`src/rtl/pid_ta_pkg.sv`:
```
// Shared types and constants for the trapezoidal PID controller core.
// Has no dependencies. Every other file in rtl/ imports it.
`default_nettype none

package pid_ta_pkg;

    localparam int GAIN_W    = 16;
    localparam int INTEG_W   = 32;
    localparam int DRIVE_W   = 48;
    localparam int CFG_IDX_W = 2;

    typedef logic [CFG_IDX_W-1:0] t_cfg_idx;
    typedef logic signed [GAIN_W-1:0] t_gain;
    typedef logic signed [INTEG_W-1:0] t_integ;
    typedef logic signed [DRIVE_W-1:0] t_drive;

    localparam t_cfg_idx CFG_SETPOINT = 2'd0;
    localparam t_cfg_idx CFG_GAIN_P   = 2'd1;
    localparam t_cfg_idx CFG_GAIN_I   = 2'd2;
    localparam t_cfg_idx CFG_GAIN_D   = 2'd3;

endpackage

`default_nettype wire

```
`src/rtl/pid_ta_if.sv`:
```
// Valid/ready stream interfaces for the sample input and the drive output.
// Depends on pid_ta_pkg for the drive width.
`default_nettype none

interface pid_ta_meas_if #(parameter int SAMPLE_WIDTH = 16) ();
    logic                           valid;
    logic                           ready;
    logic signed [SAMPLE_WIDTH-1:0] measured;

    modport source (output valid, output measured, input ready);
    modport sink (input valid, input measured, output ready);
endinterface

interface pid_ta_drive_if ();
    import pid_ta_pkg::*;

    logic   valid;
    logic   ready;
    t_drive drive;

    modport source (output valid, output drive, input ready);
    modport sink (input valid, input drive, output ready);
endinterface

`default_nettype wire

```
`src/rtl/pid_ta_front.sv`:
```
// Error stage: error, trapezoidal integral (held doubled, saturating) and error step.
// Depends on pid_ta_pkg. Holds the integral and previous-error state.
`default_nettype none

module pid_ta_front #(
    parameter int SAMPLE_WIDTH = 16
) (
    input  wire logic                           i_clk,
    input  wire logic                           i_rst_n,
    input  wire logic                           i_load,
    input  wire logic signed [SAMPLE_WIDTH-1:0] i_measured,
    input  wire logic signed [SAMPLE_WIDTH-1:0] i_setpoint,
    output logic signed [SAMPLE_WIDTH:0]        o_err,
    output logic signed [SAMPLE_WIDTH+1:0]      o_diff,
    output pid_ta_pkg::t_integ                  o_integ,
    output logic                                o_primed
);
    import pid_ta_pkg::*;

    localparam int ERR_W  = SAMPLE_WIDTH + 1;
    localparam int DIFF_W = SAMPLE_WIDTH + 2;
    localparam int ISUM_W = ((INTEG_W > ERR_W) ? INTEG_W : ERR_W) + 2;

    logic signed [ERR_W-1:0]  n_err;
    logic signed [DIFF_W-1:0] n_diff;
    logic signed [ISUM_W-1:0] n_isum;
    t_integ                   n_integ;
    logic [ISUM_W-INTEG_W:0]  isum_top;

    logic signed [ERR_W-1:0]  r_last_err;
    logic                     r_last_valid;
    t_integ                   r_integ;
    logic signed [ERR_W-1:0]  r_err;
    logic signed [DIFF_W-1:0] r_diff;

    always_comb begin
        n_err  = ERR_W'(i_setpoint) - ERR_W'(i_measured);
        n_isum = ISUM_W'(r_integ) + ISUM_W'(n_err) + ISUM_W'(r_last_err);
        // The sum fits the integral when its sign bit and all bits above it agree.
        isum_top = n_isum[ISUM_W-1:INTEG_W-1];
        if (isum_top == '0 || isum_top == '1) begin
            n_integ = n_isum[INTEG_W-1:0];
        end else if (n_isum[ISUM_W-1]) begin
            n_integ = {1'b1, {(INTEG_W-1){1'b0}}};
        end else begin
            n_integ = {1'b0, {(INTEG_W-1){1'b1}}};
        end
        // No derivative kick on the first sample after reset.
        if (r_last_valid) begin
            n_diff = DIFF_W'(n_err) - DIFF_W'(r_last_err);
        end else begin
            n_diff = '0;
        end
    end

    always_ff @(posedge i_clk) begin
        if (!i_rst_n) begin
            r_last_err   <= '0;
            r_last_valid <= 1'b0;
            r_integ      <= '0;
        end else if (i_load) begin
            r_last_err   <= n_err;
            r_last_valid <= 1'b1;
            r_integ      <= n_integ;
        end
    end

    always_ff @(posedge i_clk) begin
        if (i_load) begin
            r_err  <= n_err;
            r_diff <= n_diff;
        end
    end

    assign o_err    = r_err;
    assign o_diff   = r_diff;
    assign o_integ  = r_integ;
    assign o_primed = r_last_valid;

endmodule

`default_nettype wire

```
`src/rtl/pid_ta_mult.sv`:
```
// Gain stage: the three gain products, then their rounded sum.
// Depends on pid_ta_pkg. Two register ranks, one per load enable.
`default_nettype none

module pid_ta_mult #(
    parameter int SAMPLE_WIDTH = 16
) (
    input  wire logic                             i_clk,
    input  wire logic                             i_load_prod,
    input  wire logic                             i_load_sum,
    input  wire pid_ta_pkg::t_gain                i_gain_p,
    input  wire pid_ta_pkg::t_gain                i_gain_i,
    input  wire pid_ta_pkg::t_gain                i_gain_d,
    input  wire logic signed [SAMPLE_WIDTH:0]     i_err,
    input  wire logic signed [SAMPLE_WIDTH+1:0]   i_diff,
    input  wire pid_ta_pkg::t_integ               i_integ,
    output logic signed [((pid_ta_pkg::DRIVE_W > pid_ta_pkg::GAIN_W + SAMPLE_WIDTH + 2)
        ? pid_ta_pkg::DRIVE_W : pid_ta_pkg::GAIN_W + SAMPLE_WIDTH + 2) + 1:0] o_sum
);
    import pid_ta_pkg::*;

    localparam int ERR_W  = SAMPLE_WIDTH + 1;
    localparam int DIFF_W = SAMPLE_WIDTH + 2;
    localparam int P_W    = GAIN_W + ERR_W;
    localparam int I_W    = GAIN_W + INTEG_W;
    localparam int D_W    = GAIN_W + DIFF_W;
    localparam int SUM_W  = ((DRIVE_W > D_W) ? DRIVE_W : D_W) + 2;

    logic signed [P_W-1:0]   r_p;
    logic signed [I_W-1:0]   r_i;
    logic signed [D_W-1:0]   r_d;
    logic signed [I_W:0]     n_i_half;
    logic signed [SUM_W-1:0] n_sum;
    logic signed [SUM_W-1:0] r_sum;

    always_ff @(posedge i_clk) begin
        if (i_load_prod) begin
            r_p <= P_W'(i_gain_p) * P_W'(i_err);
            r_i <= I_W'(i_gain_i) * I_W'(i_integ);
            r_d <= D_W'(i_gain_d) * D_W'(i_diff);
        end
    end

    // The integral is doubled, so its term is halved, rounding ties upward.
    always_comb begin
        n_i_half = ((I_W+1)'(r_i) + (I_W+1)'(1)) >>> 1;
        n_sum    = SUM_W'(r_p) + SUM_W'(n_i_half) + SUM_W'(r_d);
    end

    always_ff @(posedge i_clk) begin
        if (i_load_sum) begin
            r_sum <= n_sum;
        end
    end

    assign o_sum = r_sum;

endmodule

`default_nettype wire

```
`src/rtl/pid_ta_accum.sv`:
```
// Output accumulator: adds each step's increment and saturates to the drive range.
// Depends on pid_ta_pkg. The accumulator doubles as the output register.
`default_nettype none

module pid_ta_accum #(
    parameter int INC_W = 50
) (
    input  wire logic                    i_clk,
    input  wire logic                    i_rst_n,
    input  wire logic                    i_load,
    input  wire logic signed [INC_W-1:0] i_inc,
    output pid_ta_pkg::t_drive           o_drive
);
    import pid_ta_pkg::*;

    localparam int ASUM_W = ((INC_W > DRIVE_W) ? INC_W : DRIVE_W) + 1;

    logic signed [ASUM_W-1:0] n_asum;
    logic [ASUM_W-DRIVE_W:0]  asum_top;
    t_drive                   n_acc;
    t_drive                   r_acc;

    always_comb begin
        n_asum   = ASUM_W'(r_acc) + ASUM_W'(i_inc);
        asum_top = n_asum[ASUM_W-1:DRIVE_W-1];
        if (asum_top == '0 || asum_top == '1) begin
            n_acc = n_asum[DRIVE_W-1:0];
        end else if (n_asum[ASUM_W-1]) begin
            n_acc = {1'b1, {(DRIVE_W-1){1'b0}}};
        end else begin
            n_acc = {1'b0, {(DRIVE_W-1){1'b1}}};
        end
    end

    always_ff @(posedge i_clk) begin
        if (!i_rst_n) begin
            r_acc <= '0;
        end else if (i_load) begin
            r_acc <= n_acc;
        end
    end

    assign o_drive = r_acc;

endmodule

`default_nettype wire

```
`src/rtl/pid_trapezoid_accumulating_core.sv`:
```
// Incremental PID controller with a trapezoidal integral. Each accepted sample
// request produces one drive request, the saturated accumulated output in Q40.8.
// The core takes one sample per clock cycle while the output is not stalled; each
// sample passes through five register ranks: input, error/integral, products,
// increment sum, accumulator. The rate is set by the two feedback loops, the
// integral update and the accumulator update, each a single add with saturation.
// Every rank stalls only when it is full and the rank after it cannot move, so
// bubbles are absorbed while the output waits. The user must write configuration
// registers via the plain write port only while the core is idle (not enforced).
// Depends on pid_ta_pkg, pid_ta_if, pid_ta_front, pid_ta_mult and pid_ta_accum.
`default_nettype none

module pid_trapezoid_accumulating_core #(
    parameter int SAMPLE_WIDTH = 16
) (
    input  wire logic                       i_clk,
    input  wire logic                       i_rst_n,
    pid_ta_meas_if.sink                     i_meas,
    pid_ta_drive_if.source                  o_drive,
    input  wire logic                       i_cfg_we,
    input  wire pid_ta_pkg::t_cfg_idx       i_cfg_index,
    input  wire logic [((SAMPLE_WIDTH > pid_ta_pkg::GAIN_W)
        ? SAMPLE_WIDTH : pid_ta_pkg::GAIN_W)-1:0] i_cfg_data
);
    import pid_ta_pkg::*;

    localparam int D_W   = GAIN_W + SAMPLE_WIDTH + 2;
    localparam int SUM_W = ((DRIVE_W > D_W) ? DRIVE_W : D_W) + 2;

    // Configuration registers.
    logic signed [SAMPLE_WIDTH-1:0] r_setpoint;
    t_gain                          r_gain_p;
    t_gain                          r_gain_i;
    t_gain                          r_gain_d;

    always_ff @(posedge i_clk) begin
        if (!i_rst_n) begin
            r_setpoint <= '0;
            r_gain_p   <= '0;
            r_gain_i   <= '0;
            r_gain_d   <= '0;
        end else if (i_cfg_we) begin
            case (i_cfg_index)
                CFG_SETPOINT: r_setpoint <= i_cfg_data[SAMPLE_WIDTH-1:0];
                CFG_GAIN_P:   r_gain_p   <= i_cfg_data[GAIN_W-1:0];
                CFG_GAIN_I:   r_gain_i   <= i_cfg_data[GAIN_W-1:0];
                CFG_GAIN_D:   r_gain_d   <= i_cfg_data[GAIN_W-1:0];
                default: ;
            endcase
        end
    end

    // Rank valid bits and the ready chain, from the output back to the input.
    logic r_v0, r_v1, r_v2, r_v3, r_v4;
    logic rdy0, rdy1, rdy2, rdy3, rdy4;
    logic ld0, ld1, ld2, ld3, ld4;

    assign rdy4 = !r_v4 || o_drive.ready;
    assign rdy3 = !r_v3 || rdy4;
    assign rdy2 = !r_v2 || rdy3;
    assign rdy1 = !r_v1 || rdy2;
    assign rdy0 = !r_v0 || rdy1;

    assign ld0 = i_meas.valid && rdy0;
    assign ld1 = r_v0 && rdy1;
    assign ld2 = r_v1 && rdy2;
    assign ld3 = r_v2 && rdy3;
    assign ld4 = r_v3 && rdy4;

    always_ff @(posedge i_clk) begin
        if (!i_rst_n) begin
            r_v0 <= 1'b0;
            r_v1 <= 1'b0;
            r_v2 <= 1'b0;
            r_v3 <= 1'b0;
            r_v4 <= 1'b0;
        end else begin
            if (rdy0) r_v0 <= i_meas.valid;
            if (rdy1) r_v1 <= r_v0;
            if (rdy2) r_v2 <= r_v1;
            if (rdy3) r_v3 <= r_v2;
            if (rdy4) r_v4 <= r_v3;
        end
    end

    // Input register.
    logic signed [SAMPLE_WIDTH-1:0] r_meas;

    always_ff @(posedge i_clk) begin
        if (ld0) begin
            r_meas <= i_meas.measured;
        end
    end

    logic signed [SAMPLE_WIDTH:0]   err;
    logic signed [SAMPLE_WIDTH+1:0] diff;
    t_integ                         integ;
    logic                           primed;
    logic signed [SUM_W-1:0]        inc;
    t_drive                         drive;

    pid_ta_front #(
        .SAMPLE_WIDTH (SAMPLE_WIDTH)
    ) u_front (
        .i_clk      (i_clk),
        .i_rst_n    (i_rst_n),
        .i_load     (ld1),
        .i_measured (r_meas),
        .i_setpoint (r_setpoint),
        .o_err      (err),
        .o_diff     (diff),
        .o_integ    (integ),
        .o_primed   (primed)
    );

    pid_ta_mult #(
        .SAMPLE_WIDTH (SAMPLE_WIDTH)
    ) u_mult (
        .i_clk       (i_clk),
        .i_load_prod (ld2),
        .i_load_sum  (ld3),
        .i_gain_p    (r_gain_p),
        .i_gain_i    (r_gain_i),
        .i_gain_d    (r_gain_d),
        .i_err       (err),
        .i_diff      (diff),
        .i_integ     (integ),
        .o_sum       (inc)
    );

    pid_ta_accum #(
        .INC_W (SUM_W)
    ) u_accum (
        .i_clk   (i_clk),
        .i_rst_n (i_rst_n),
        .i_load  (ld4),
        .i_inc   (inc),
        .o_drive (drive)
    );

    assign i_meas.ready  = rdy0;
    assign o_drive.valid = r_v4;
    assign o_drive.drive = drive;

    // After reset the input, increment-sum and output ranks hold no pending result.
    a_reset_clears_output: assert property (@(posedge i_clk)
        !i_rst_n |=> !r_v4 && !r_v3 && !r_v0)
        else $error("output or pipeline valid set right after reset");

    // The accumulator only moves when a step enters the output rank.
    a_drive_holds: assert property (@(posedge i_clk) disable iff (!i_rst_n)
        !ld4 |=> $stable(drive))
        else $error("drive changed without a step entering the output rank");

    // Once a sample reaches the error stage, later samples get a derivative term.
    a_primed_after_step: assert property (@(posedge i_clk) disable iff (!i_rst_n)
        ld1 |=> primed)
        else $error("previous-error state not marked valid after a step");

    // A waiting result is never overwritten by a later step.
    a_no_overwrite: assert property (@(posedge i_clk) disable iff (!i_rst_n)
        (r_v4 && !o_drive.ready) |-> !ld4)
        else $error("output rank loaded while its result was still waiting");

endmodule

`default_nettype wire
```
`src/flat_wrapper.sv`:
```
// flat-port wrapper written by rule: the top's interface ports become plain ports
module pid_trapezoid_accumulating_core_flat import pid_ta_pkg::*;
#(
    parameter int SAMPLE_WIDTH = 16
)
  (i_clk, i_rst_n, i_cfg_we, i_cfg_index, i_cfg_data, i_meas_valid, i_meas_measured, i_meas_ready, o_drive_valid, o_drive_drive, o_drive_ready);
  pid_ta_meas_if #(.SAMPLE_WIDTH(SAMPLE_WIDTH)) i_meas_i ();
  pid_ta_drive_if o_drive_i ();
  input  wire logic i_clk;
  input  wire logic i_rst_n;
  input  wire logic i_cfg_we;
  input  wire pid_ta_pkg::t_cfg_idx i_cfg_index;
  input  wire logic [((SAMPLE_WIDTH > pid_ta_pkg::GAIN_W)
        ? SAMPLE_WIDTH : pid_ta_pkg::GAIN_W)-1:0] i_cfg_data;
  input wire logic [$bits(i_meas_i.valid)-1:0] i_meas_valid;
  input wire logic [$bits(i_meas_i.measured)-1:0] i_meas_measured;
  output wire logic [$bits(i_meas_i.ready)-1:0] i_meas_ready;
  output wire logic [$bits(o_drive_i.valid)-1:0] o_drive_valid;
  output wire logic [$bits(o_drive_i.drive)-1:0] o_drive_drive;
  input wire logic [$bits(o_drive_i.ready)-1:0] o_drive_ready;
  assign i_meas_i.valid = i_meas_valid;
  assign i_meas_i.measured = i_meas_measured;
  assign i_meas_ready = i_meas_i.ready;
  assign o_drive_valid = o_drive_i.valid;
  assign o_drive_drive = o_drive_i.drive;
  assign o_drive_i.ready = o_drive_ready;
  pid_trapezoid_accumulating_core #(.SAMPLE_WIDTH(SAMPLE_WIDTH)) u_core (.i_clk(i_clk), .i_rst_n(i_rst_n), .i_meas(i_meas_i), .o_drive(o_drive_i), .i_cfg_we(i_cfg_we), .i_cfg_index(i_cfg_index), .i_cfg_data(i_cfg_data));
endmodule
```
`config.mk`:
```
export PLATFORM = sky130hd
export DESIGN_NAME = pid_trapezoid_accumulating_core_flat
export DESIGN_NICKNAME = d
export VERILOG_FILES = /design/src/rtl/pid_ta_pkg.sv /design/src/rtl/pid_ta_if.sv /design/src/rtl/pid_ta_front.sv /design/src/rtl/pid_ta_mult.sv /design/src/rtl/pid_ta_accum.sv /design/src/rtl/pid_trapezoid_accumulating_core.sv /design/src/flat_wrapper.sv
export SDC_FILE = /design/constraint.sdc
export NUM_CORES = 2
export LEC_CHECK = 0
export ABC_AREA = 1
export BUFFER_PORTS_ARGS = -buffer_cell sky130_fd_sc_hd__buf_2
export CORE_UTILIZATION = 58
export DETAILED_ROUTE_END_ITERATION = 12
export PLACE_DENSITY = 0.74
export SYNTH_ARGS = -nofsm -noshare
export SYNTH_HDL_FRONTEND = slang
export SYNTH_SLANG_ARGS = --single-unit
```
`constraint.sdc`:
```
create_clock -name i_clk -period 6.5 [get_ports i_clk]
set_input_delay 1.95 -clock i_clk [delete_from_list [all_inputs] [get_ports i_clk]]
set_output_delay 1.95 -clock i_clk [all_outputs]
set_load 0.05 [all_outputs]
```
==> run metrics <==
CTS Root Cell=clkbuf_16; Slew @ Worst Pin=about 1.1 ns; placed cell count=9,833; startpoint types=flip-flop; DRC=0; Final Non-Filler Cells=about 10,000; CTS Sinks=383; Reg clk slew, reported paths=0.06 ns; VDD IR max=around 0.00023 V; min Tclk post-route=6.35 ns; crit path max fanout=19; Die ar.=approximately 120,000 sq um; Global Route Usage Sum=33.4%; layout cells sized above 1=5.70%; Avg Synthesized Cell Area=7.88 sq um; sequential-to-total area share from yosys stat=14.9%; Post-Route WL=188 mm; Slew Limit Fails=0; initial antenna violation count=11; core area=113,000 sq um; Port Buffers=88; status=complete, no violations; largest net degree at the start of global routing=82; Critical Path AT=6.70 ns; GP Congestion=0.984; TritonCTS clock tree=yes; CTS Buffer Depth=3; average wire per standard cell=18.9 microns; area grow syn2layout=6.98%; Distinct cells, synth=55; aggregate global routing overflow=0; row count=approximately 120; # setup viols final=0; Slew HR=26.6%; min-delay worst type=flip-flop to flip-flop; DR iter-0 viols=a little over 4,000; Pleak=38.5 nW; DR vias/cell=5.35; Setup crit end kind=flip-flop; PD cells=192 nW/um^2; IO Pins=89; FMAX=158 MHz; first-pass GRT wire length=300 mm; Post-synth EDFFs=216; Power Total=0.0136 W; syn_nets=9,998; top_reg_cell synth=edfxtp_1; setup ws final=0.154 ns; Initial Util=58.6%; die outline width=between 300 and 400 microns; H-tree depth=2; number of global-route vias before repair=55,597; crit path kind=flip-flop to flip-flop; Die Span Y=339 microns; mapped cell area=66,000 sq um; Yosys reg bits=383; WP data required=6.86 ns; final net count=10,037; antenna-violating nets left=0; via count=53,243; Max Cap Viol=0; Post-Syn Instances=8,374; period utilisation layout=97.6%; post-layout util=between 60% and 70%; CTS Buf Count=49; worst-skew pair later-pin latency=0.64 ns; final setup TNS=0 ns; dpl ws=0.0482 ns; dpl hpwl=157 mm; Ys Warns=0; Fin. Hold Viols=0; DR pass1 iterations=6; hold_buf cts=0; Worst Clk Skew=between 0.02 and 0.025 ns; ys async rst share=0%
-- cells in the mapped netlist (all sizes together), types with 2 or more instances --
library cell	count	area (sq um)
a21o	17	128
a211oi	5	37.5
ha	448	5610
a31oi	43	269
dfxtp	167	3340
clkbuf	276	1040
a21oi	446	2350
o31ai	3	22.5
a21boi	11	82.6
and2	5	31.3
and3	6	37.5
nand2	1849	6970
o21ai	309	1550
nor4	24	156
nand4	34	213
nor2	458	1760
nor3	56	305
buf	25	153
inv	2286	8580
a31o	3	26.3
nand3b	6	45.0
a221oi	2	17.5
nand3	145	736
o21a	29	218
o21bai	31	233
xnor2	100	876
o2111ai	4	35.0
clkinv	4	15.0
xor2	194	1700
fa	1137	22800
o211ai	7	52.6
nor3b	3	22.5
edfxtp	216	6490
or2	17	106
-- sequential cells by signal, summed over array words and instances (netlist names) --
name                       count
u_core.o_drive.valid           1
u_core.r_gain_d               16
u_core.r_gain_i               16
u_core.r_gain_p               16
u_core.r_meas                 16
u_core.r_setpoint             16
u_core.r_v0                    1
u_core.r_v1                    1
u_core.r_v2                    1
u_core.r_v3                    1
u_core.u_accum.o_drive        48
u_core.u_front.o_diff         18
u_core.u_front.o_err          17
u_core.u_front.o_integ        32
u_core.u_front.o_primed        1
u_core.u_front.r_last_err     17
u_core.u_mult.o_sum           50
u_core.u_mult.r_d             34
u_core.u_mult.r_i             48
u_core.u_mult.r_p             33
-- worst max-delay path: stages (launching register included) --
cell and delay, ns:
dfxtp_1 0.30, inv_1 0.53, nor2_1 0.13, fa_1 0.52
inv_1 0.05, fa_1 0.49, inv_1 0.06, fa_1 0.53
fa_1 0.45, fa_1 0.50, inv_1 0.05, fa_1 0.48
inv_1 0.04, ha_1 0.40, nand2_1 0.19, nor2_1 0.14
and2_1 0.21, nand3_1 0.11, nand3_1 0.20, a21oi_1 0.14
xnor2_1 0.52
-- layout make-up --
class	count	area [sq um]
antenna	1	2.50
clock buffer	58	1280
clock inverter	29	332
fill	10036	42000
inverter	2290	8600
multi-input combinational	5400	46500
sequential	383	9850
tap	1500	1880
timing repair buffer	289	2200
-- per-layer routing --
metal / vias to the layer above / track usage (%) / share of wire, %
li1: 24792 / - / -
met1: 25973 / 43.4 / 40
met2: 2051 / 54.9 / 47
met3: 421 / 6.01 / 8.5
met4: 6 / 14.1 / 4.7
met5: - / 0 / 0.022
-- cells in the final DEF, fill, tap and decap left out, drive strengths merged, types with 7 or more instances in the layout --
| master | Yosys | routed |
|---|---|---|
| o21ai | 309 | 309 |
| o21bai | 31 | 31 |
| a31oi | 43 | 43 |
| inv | 2286 | 2289 |
| a21o | 17 | 17 |
| or2 | 17 | 17 |
| nand3 | 145 | 145 |
| clkbuf | 276 | 58 |
| o211ai | 7 | 7 |
| nor2 | 458 | 458 |
| a21boi | 11 | 11 |
| ha | 448 | 448 |
| fa | 1137 | 1137 |
| nand2 | 1849 | 1849 |
| nor3 | 56 | 56 |
| dfxtp | 167 | 167 |
| o21a | 29 | 29 |
| nor4 | 24 | 24 |
| nand4 | 34 | 34 |
| xor2 | 194 | 194 |
| clkinv | 4 | 17 |
| edfxtp | 216 | 216 |
| xnor2 | 100 | 100 |
| buf | 25 | 289 |
| a21oi | 446 | 446 |
| clkinvlp | 0 | 7 |
-- power breakdown --
part	internal (W)	leakage, nW	switching, W	total, W
clock network	0.00165	0.770	0.00118	0.00283
registers	0.00297	3.39	0.000264	0.00324
logic	0.00264	34.4	0.00487	0.00751
-- cells by family (layout without fill, tap and decap cells) --
| family | Yosys count | count (layout) | synth area share [%] |
|---|---|---|---|
| AOI/OAI and AO/OA | 917 | 917 | 7.69 |
| and+or+nand+nor | 2604 | 2604 | 15.7 |
| DFF | 383 | 383 | 14.9 |
| adders and majority gates | 1585 | 1585 | 43.0 |
| xor gates and xnor gates | 294 | 294 | 3.90 |
| buffers and inverters | 2591 | 2666 | 14.8 |
| other | 0 | 1 | 0 |
-- timing repair --
action,in CTS,in global routing
resized for setup,0,30
hold endpoints to repair,0,0
setup buffers,0,29
setup endpoints to repair,0,33
-- final timing paths --
path                                          start                     to  slack (ns)  depth (start not counted)
worst min register to register          u_core.r_v2            u_core.r_v3        0.47                          2
worst max-delay path            u_core.r_gain_p[15]  u_core.u_mult.r_p[28]        0.15                         20
worst max register to register  u_core.r_gain_p[15]  u_core.u_mult.r_p[28]        0.15                         20
worst min-delay path                    u_core.r_v2            u_core.r_v3        0.47                          2
-- metrics by stage --
stage / hold WS, ns / instance area (sq um)
after global placement: 0.463 / 68700
after CTS: 0.471 / 70300
after floorplan: 0.433 / 66000
after detailed placement: 0.461 / 68700
final: 0.474 / 70600
after global routing: 0.509 / 70600
No activity file was read; power rests on OpenSTA's default activity.
